**src/rtl/core/bihr_pkg.sv**
```systemverilog
`timescale 1ns / 1ps
// Shared types and constants for the beat-interval heart-rate meter.
// No dependencies; used by every module of the block.
package bihr_pkg;

  localparam int SMP_W  = 24;
  localparam int TIME_W = 32;
  localparam int TPM_W  = 32;
  localparam int BEAT_W = 6;
  localparam int RATE_W = 16;
  localparam int NUM_W  = TPM_W + BEAT_W;
  localparam int IDX_W  = 8;

  localparam logic [BEAT_W-1:0] MAX_BEATS = 6'd32;

  localparam logic [1:0] FUNC_TICK = 2'd0;
  localparam logic [1:0] FUNC_SMP  = 2'd1;
  localparam logic [1:0] FUNC_FIN  = 2'd2;

  localparam logic [IDX_W-1:0] CFG_THR = 8'd0;
  localparam logic [IDX_W-1:0] CFG_TPM = 8'd1;

  localparam logic [SMP_W-1:0] THR_RST = 24'd10000;
  localparam logic [TPM_W-1:0] TPM_RST = 32'd60000000;

  typedef struct packed {
    logic start;
    logic ok;
    logic ack;
  } div_req_t;

  typedef struct packed {
    logic              busy;
    logic              done;
    logic              rate_valid;
    logic [RATE_W-1:0] rate;
  } div_sts_t;

endpackage

```
**src/rtl/core/bihr_div.sv**
```systemverilog
`timescale 1ns / 1ps
// Rate unit: one multiply, a saturation check, then a 16-step restoring divide on a shared subtractor.
// Depends on bihr_pkg.
module bihr_div (
  input  logic                         clk,
  input  logic                         rst_n,
  input  bihr_pkg::div_req_t           req,
  input  logic [bihr_pkg::TPM_W-1:0]   tpm,
  input  logic [bihr_pkg::BEAT_W-1:0]  bm1,
  input  logic [bihr_pkg::TIME_W-1:0]  span,
  output bihr_pkg::div_sts_t           sts
);
  import bihr_pkg::*;

  localparam logic [2:0] S_IDLE = 3'd0;
  localparam logic [2:0] S_MUL  = 3'd1;
  localparam logic [2:0] S_CHK  = 3'd2;
  localparam logic [2:0] S_DIV  = 3'd3;
  localparam logic [2:0] S_DONE = 3'd4;

  logic [2:0]        state_r, state_nxt;
  logic [3:0]        cnt_r, cnt_nxt;
  logic [TPM_W-1:0]  tpm_r, tpm_nxt;
  logic [BEAT_W-1:0] bm1_r, bm1_nxt;
  logic [TIME_W-1:0] span_r, span_nxt;
  logic [NUM_W-1:0]  num_r, num_nxt;
  logic [TIME_W-1:0] rem_r, rem_nxt;
  logic [RATE_W-1:0] q_r, q_nxt;
  logic              ok_r, ok_nxt;
  logic [TIME_W:0]   trial;
  logic              ge;
  logic [RATE_W-1:0] num_lo;
  logic [TIME_W-1:0] num_hi;

  assign num_lo = num_r[RATE_W-1:0];
  assign num_hi = {{(TIME_W-(NUM_W-RATE_W)){1'b0}}, num_r[NUM_W-1:RATE_W]};
  assign trial  = {rem_r, num_lo[cnt_r]};
  assign ge     = trial >= {1'b0, span_r};

  always_comb begin
    state_nxt = state_r;
    cnt_nxt   = cnt_r;
    tpm_nxt   = tpm_r;
    bm1_nxt   = bm1_r;
    span_nxt  = span_r;
    num_nxt   = num_r;
    rem_nxt   = rem_r;
    q_nxt     = q_r;
    ok_nxt    = ok_r;
    case (state_r)
      S_IDLE: begin
        if (req.start) begin
          tpm_nxt  = tpm;
          bm1_nxt  = bm1;
          span_nxt = span;
          ok_nxt   = req.ok;
          q_nxt    = '0;
          state_nxt = req.ok ? S_MUL : S_DONE;
        end
      end
      S_MUL: begin
        num_nxt   = {{BEAT_W{1'b0}}, tpm_r} * {{TPM_W{1'b0}}, bm1_r};
        state_nxt = S_CHK;
      end
      S_CHK: begin
        if (num_hi >= span_r) begin
          q_nxt     = '1;
          state_nxt = S_DONE;
        end else begin
          rem_nxt   = num_hi;
          cnt_nxt   = 4'd15;
          state_nxt = S_DIV;
        end
      end
      S_DIV: begin
        rem_nxt = ge ? TIME_W'(trial - {1'b0, span_r}) : trial[TIME_W-1:0];
        q_nxt   = {q_r[RATE_W-2:0], ge};
        cnt_nxt = cnt_r - 4'd1;
        if (cnt_r == 4'd0) begin
          state_nxt = S_DONE;
        end
      end
      S_DONE: begin
        if (req.ack) begin
          state_nxt = S_IDLE;
        end
      end
      default: begin
        state_nxt = S_IDLE;
      end
    endcase
  end

  always_ff @(posedge clk) begin
    if (!rst_n) begin
      state_r <= S_IDLE;
    end else begin
      state_r <= state_nxt;
    end
  end

  always_ff @(posedge clk) begin
    cnt_r  <= cnt_nxt;
    tpm_r  <= tpm_nxt;
    bm1_r  <= bm1_nxt;
    span_r <= span_nxt;
    num_r  <= num_nxt;
    rem_r  <= rem_nxt;
    q_r    <= q_nxt;
    ok_r   <= ok_nxt;
  end

  assign sts.busy       = state_r != S_IDLE;
  assign sts.done       = state_r == S_DONE;
  assign sts.rate_valid = ok_r;
  assign sts.rate       = q_r;

endmodule

```
**src/rtl/core/beat_interval_heart_rate.sv**
```systemverilog
`timescale 1ns / 1ps
// Top level of the beat-interval heart-rate meter: item decode, beat capture, output register.
// Depends on bihr_pkg and bihr_div.
//
// Tick and sample items may arrive back to back while the rate unit is idle. A finish item
// hands the beat count and span to the rate unit and clears the timing state at once;
// in_tready then stays low until the result has moved into the output register. An
// invalid rate goes straight to the load; otherwise come one multiply, one saturation
// check, sixteen restoring-divide steps on one 33-bit subtractor unless the rate saturates,
// and the load, which waits while a previous result still waits on out_tready.
// Ticks and samples are accepted while a finished result waits in the output register.
module beat_interval_heart_rate (
  input  logic                        clk,
  input  logic                        rst_n,
  input  logic                        in_tvalid,
  output logic                        in_tready,
  input  logic [23:0]                 in_tdata,   // [23:0] sample
  input  logic [1:0]                  in_tuser,   // [1:0] func
  output logic                        out_tvalid,
  input  logic                        out_tready,
  output logic [15:0]                 out_tdata,  // [15:0] heart_rate_bpm
  output logic [0:0]                  out_tuser,  // [0] rate_valid
  input  logic                        cfg_valid,
  output logic                        cfg_ready,
  input  logic [bihr_pkg::IDX_W-1:0]  cfg_index,
  input  logic [31:0]                 cfg_data
);
  import bihr_pkg::*;

  logic [SMP_W-1:0]  thr_r;
  logic [TPM_W-1:0]  tpm_r;
  logic [TIME_W-1:0] time_r, time_nxt;
  logic [SMP_W-1:0]  prev_r, prev_nxt;
  logic [BEAT_W-1:0] cnt_r, cnt_nxt;
  logic [TIME_W-1:0] first_r, first_nxt;
  logic [TIME_W-1:0] last_r, last_nxt;
  logic              out_valid_r, out_valid_nxt;
  logic [RATE_W-1:0] out_rate_r;
  logic              out_ok_r;
  logic              in_acc;
  logic              out_load;
  logic [SMP_W:0]    smp_sum;
  logic              beat;
  logic [TIME_W-1:0] span;
  div_req_t          req;
  div_sts_t          sts;

  assign cfg_ready = 1'b1;
  assign in_tready = !sts.busy;
  assign in_acc    = in_tvalid && in_tready;

  assign smp_sum = {1'b0, in_tdata} + {1'b0, thr_r};
  assign beat    = {1'b0, prev_r} > smp_sum;
  assign span    = last_r - first_r;

  assign out_load = sts.done && (!out_valid_r || out_tready);

  always_comb begin
    time_nxt  = time_r;
    prev_nxt  = prev_r;
    cnt_nxt   = cnt_r;
    first_nxt = first_r;
    last_nxt  = last_r;
    req.start = 1'b0;
    req.ok    = (cnt_r >= 6'd2) && (span != '0);
    req.ack   = out_load;
    if (in_acc) begin
      case (in_tuser)
        FUNC_TICK: begin
          time_nxt = time_r + 32'd1;
        end
        FUNC_SMP: begin
          if (beat && cnt_r < MAX_BEATS) begin
            if (cnt_r == '0) begin
              first_nxt = time_r;
            end
            last_nxt = time_r;
            cnt_nxt  = cnt_r + 6'd1;
          end
          prev_nxt = in_tdata;
        end
        FUNC_FIN: begin
          req.start = 1'b1;
          time_nxt  = '0;
          prev_nxt  = '0;
          cnt_nxt   = '0;
        end
        default: begin
        end
      endcase
    end
  end

  always_comb begin
    out_valid_nxt = out_valid_r;
    if (out_load) begin
      out_valid_nxt = 1'b1;
    end else if (out_tready) begin
      out_valid_nxt = 1'b0;
    end
  end

  bihr_div u_div (
    .clk  (clk),
    .rst_n(rst_n),
    .req  (req),
    .tpm  (tpm_r),
    .bm1  (cnt_r - 6'd1),
    .span (span),
    .sts  (sts)
  );

  always_ff @(posedge clk) begin
    if (!rst_n) begin
      thr_r       <= THR_RST;
      tpm_r       <= TPM_RST;
      time_r      <= '0;
      prev_r      <= '0;
      cnt_r       <= '0;
      out_valid_r <= 1'b0;
    end else begin
      if (cfg_valid && cfg_ready) begin
        case (cfg_index)
          CFG_THR: thr_r <= cfg_data[SMP_W-1:0];
          CFG_TPM: tpm_r <= cfg_data;
          default: begin
          end
        endcase
      end
      time_r      <= time_nxt;
      prev_r      <= prev_nxt;
      cnt_r       <= cnt_nxt;
      out_valid_r <= out_valid_nxt;
    end
  end

  always_ff @(posedge clk) begin
    first_r <= first_nxt;
    last_r  <= last_nxt;
    if (out_load) begin
      out_rate_r <= sts.rate;
      out_ok_r   <= sts.rate_valid;
    end
  end

  assign out_tvalid   = out_valid_r;
  assign out_tdata    = out_rate_r;
  assign out_tuser[0] = out_ok_r;

endmodule

```
**config.mk**
```make
export PLATFORM = sky130hd
export DESIGN_NAME = beat_interval_heart_rate
export DESIGN_NICKNAME = d
export VERILOG_FILES = /design/src/rtl/core/bihr_pkg.sv /design/src/rtl/core/bihr_div.sv /design/src/rtl/core/beat_interval_heart_rate.sv
export SDC_FILE = /design/constraint.sdc
export NUM_CORES = 1
export LEC_CHECK = 0
export BUFFER_PORTS_ARGS = -buffer_cell sky130_fd_sc_hd__buf_4
export CELL_PAD_IN_SITES_DETAIL_PLACEMENT = 2
export CELL_PAD_IN_SITES_GLOBAL_PLACEMENT = 2
export CORE_ASPECT_RATIO = 1.4
export CORE_UTILIZATION = 42
export DETAILED_ROUTE_END_ITERATION = 8
export HOLD_SLACK_MARGIN = 0.02
export PLACE_DENSITY = 0.82
export SYNTH_ARGS = -nofsm -noshare
export SYNTH_HDL_FRONTEND = slang
export SYNTH_HIERARCHICAL = 1
export SYNTH_SLANG_ARGS = --single-unit
export TNS_END_PERCENT = 30
```
**constraint.sdc**
```tcl
create_clock -name clk -period 9.18 [get_ports clk]
set_input_delay 1.836 -clock clk [delete_from_list [all_inputs] [get_ports clk]]
set_output_delay 1.836 -clock clk [all_outputs]
set_load 0.02 [all_outputs]
```
==> run metrics <==
yosys warns 6; CP Data Required Time 9.37 ns; area grow syn2layout 10.79%; die area 61140 um^2; pin count of the biggest net entering global routing 72; family with the most delay on the worst path compound AO/OA/AOI/OAI gates; syn avg cell area 9.905 um^2; overall via count from detail_route 19040; H-tree lvl count 2; cell count after synthesis 2550; wire per inst 22.84 um; Post-Route WL 77.56 mm; via-per-instance ratio 5.608; worst r2r src u_div/bm1_r[3]$_DFFE_PP_; Clock power frac 0.412; Detailed Place HPWL 60.44 mm; hold path start u_div/q_r[15]$_DFFE_PP_; clock sink total 364; Filler cells 6218; Synth Register Bits 364; status completed; largest area contributor in the netlist edfxtp_1; CTS tree done; Slowest cell on crit path a2111oi_1; leakage 11.70 nW; Placement Cell Area 26640 um^2; P_sw 1.062 mW; Die X 209.3 um; library cells used by synthesis 82; sequential power share 0.443; GRT busiest layer met2; number of I/O port buffers 89; Worst Hold Path EP out_tdata[15]$_DFFE_PP_; top-count cell post-synth inv_1; worst slack, placed 1.347 ns; register area share after synthesis 0.3844; CP peak stage delay 0.65 ns; met1 usage 0.2586; Worst EP arrival 6.92 ns; Design Area, Final 27980 um^2; Total Power 4.028 mW; FMAX 148.5 MHz; Tmin final 6.732 ns; Clock Root Buffer clkbuf_16; register area 9709 um^2; ys async rst share 0; DR iter-0 viols 594; actual slew at the worst max-slew pin 1.283 ns; Reg clk slew, reported paths 0.06 ns; Die Height 292.2 um; Crit path top cell by count a21o_1; grt ovf 0; RSZ-0062 raised after global routing false; # IOs 91; endpoints failing hold 0; core area 59550 um^2; final non-filler cell total 3395; hold_buf cts 0; Post-synth EDFFs 242; Final ANT Viol Nets 0; flop2flop setup slack 2.86 ns; total CTS buffers 41; Synth top area share 0.2877; layout cells sized above 1 0.08071; Net Sw Frac 0.2636; Hold Path Depth 0; post-CTS setup buffer count 0; internal power 2.966 mW; nets 2991; Max VDD drop 126.3 uV; Final setup violation count 0; GR Util All Layers 0.2587; row count 106; critical path endpoint category register; global-route wire length before repair 123.8 mm; met3 Usage GRT 0.03270; synth cell count leaders inv_1, edfxtp_1, nand2_1; initial core utilization 0.4242; Clock Tree Buf Depth 3; main area contributors after synthesis edfxtp_1, fa_1, dfxtp_1; worst setup slack after layout 2.448 ns; CP Max Fanout 32; worst path cell trace buf_4 -> ha_1 -> fa_1 -> a21o_1 -> a21oi_1 -> o21ai_1 -> a2111oi_1 -> nor3_1 -> nor2_1 -> a211o_1 -> nor2b_1 -> nor2_1 -> xor2_1 -> ha_1 -> a21o_1 -> a21o_1 -> a21oi_1 -> o21ai_0 -> o221ai_1 -> a211o_1 -> inv_2; hold slack 0.4247 ns; final core utilization 0.4699; Setup Skew 0.01912 ns; vias in the first global route 22360; RR Endpoint u_div/num_r[36]$_DFFE_PP_; Worst setup SP type input pin; multi-input logic area 14240 um^2; Synth Cell Area 25260 um^2; power per cell area 143.9 nW/um^2; Synth Flop Type edfxtp_1; fin. max-slew vios 0; DR DRC count 0; GPL Wtd Cong 0.8643; Buffers & Inverters on Critical Path 2; TritonRoute pass-1 iters 4; Final Cycle Share 0.7333; initial antenna violation count 0; Setup CP Type in2reg; cell depth of the worst flop-to-flop path 16; Ant. Diodes 0; setup TNS 0 ns; max-cap violations 0; combinational share of power 0.145; Worst slew margin 0.1446; hold crit path type reg2reg; M2 GR Usage 0.5229; Inst Count DP 3320; post-synth net total 2933; cts repair resizes 0; clk_lat worst skew 0.57 ns
==> worst reg2reg max path: cells and delay by family, from the launching register on <==
family,cells,cell delay [ns]
buffers and inverters,2,0.13
xor gates and xnor gates,1,0.17
DFF,1,1.13
AOI/OAI and AO/OA,5,1.82
and+or+nand+nor,4,0.84
adders and majority gates,4,1.94
==> power by group through the flow <==
stage | Clock, mW | Combinational [mW] | Sequential [mW]
global placement | 0 | 0.535 | 1.82
floorplan | 0 | 0.396 | 1.82
global route | 1.75 | 0.646 | 1.79
finish | 1.66 | 0.583 | 1.78
detailed placement | 0 | 0.578 | 1.82
CTS | 1.70 | 0.587 | 1.78
==> layout by cell type (no fill, tap or decap), drive strengths merged, types with 7 or more instances in the layout <==
master / n
a21o: 58
ha: 188
o21bai: 9
o21a: 35
a31oi: 17
o211ai: 18
xor2: 58
or2: 10
nor2b: 51
clkbuf: 51
nor3b: 26
o21ai: 89
and3: 19
a211o: 10
buf: 104
mux2i: 25
o31ai: 7
nand3: 64
edfxtp: 242
a21oi: 136
clkinv: 13
nand2: 230
nand2b: 20
nand4: 22
xnor2: 71
nor3: 45
nor4: 10
or3: 19
and2: 192
dfxtp: 122
a21boi: 52
fa: 124
inv: 261
a211oi: 19
nor2: 124
==> routing by layer <==
layer  up-vias  share of wire
met4         0          0.042
met3       145          0.027
met5         -              0
met2       291           0.57
met1      9650           0.36
li1       8952              -
==> how the worst max path moves through the flow <==
stage | slack (ns) | from | depth (start not counted) | end
final | 2.45 | in_tdata[0] | 21 | last_r[28]$_DFFE_PP_
after global routing | 2.09 | in_tdata[0] | 21 | last_r[28]$_DFFE_PP_
after CTS | 1.92 | in_tdata[0] | 21 | last_r[30]$_DFFE_PP_
after detailed placement | 1.35 | in_tdata[0] | 21 | last_r[30]$_DFFE_PP_
after global placement | 1.65 | in_tdata[0] | 20 | last_r[25]$_DFFE_PP_
after floorplan | 1.21 | in_tdata[0] | 19 | first_r[0]$_DFFE_PP_
==> area by class of cell <==
cell class | count | share of cell area
Clock inverter | 23 | 0.008048
Multi-Input combinational cell | 1840 | 0.5090
Inverter | 257 | 0.03447
Timing Repair Buffer | 104 | 0.02790
Tap cell | 756 | 0.03380
Clock buffer | 51 | 0.03984
Sequential cell | 364 | 0.3470
==> sequential cells by signal, summed over array words and instances, names as in the netlist, 16 cells and up <==
name,cells
first_r,32
last_r,32
out_tdata,16
prev_r,24
thr_r,24
time_r,32
tpm_r,32
u_div/num_r,38
u_div/q_r,16
u_div/rem_r,32
u_div/span_r,32
u_div/tpm_r,32
==> logic make-up after synthesis <==
logic type	Yosys count	share of synthesized area
AO/OA/AOI/OAI	513	0.1365
AND/OR/NAND/NOR	855	0.1751
multiplexers	30	0.01437
buffers and inverters	346	0.05310
flip-flops	364	0.3844
adder cells (fa/ha/maj)	312	0.1914
XOR/XNOR	129	0.04503
other	1	0.0001485
(Power assumes the default switching activity.)
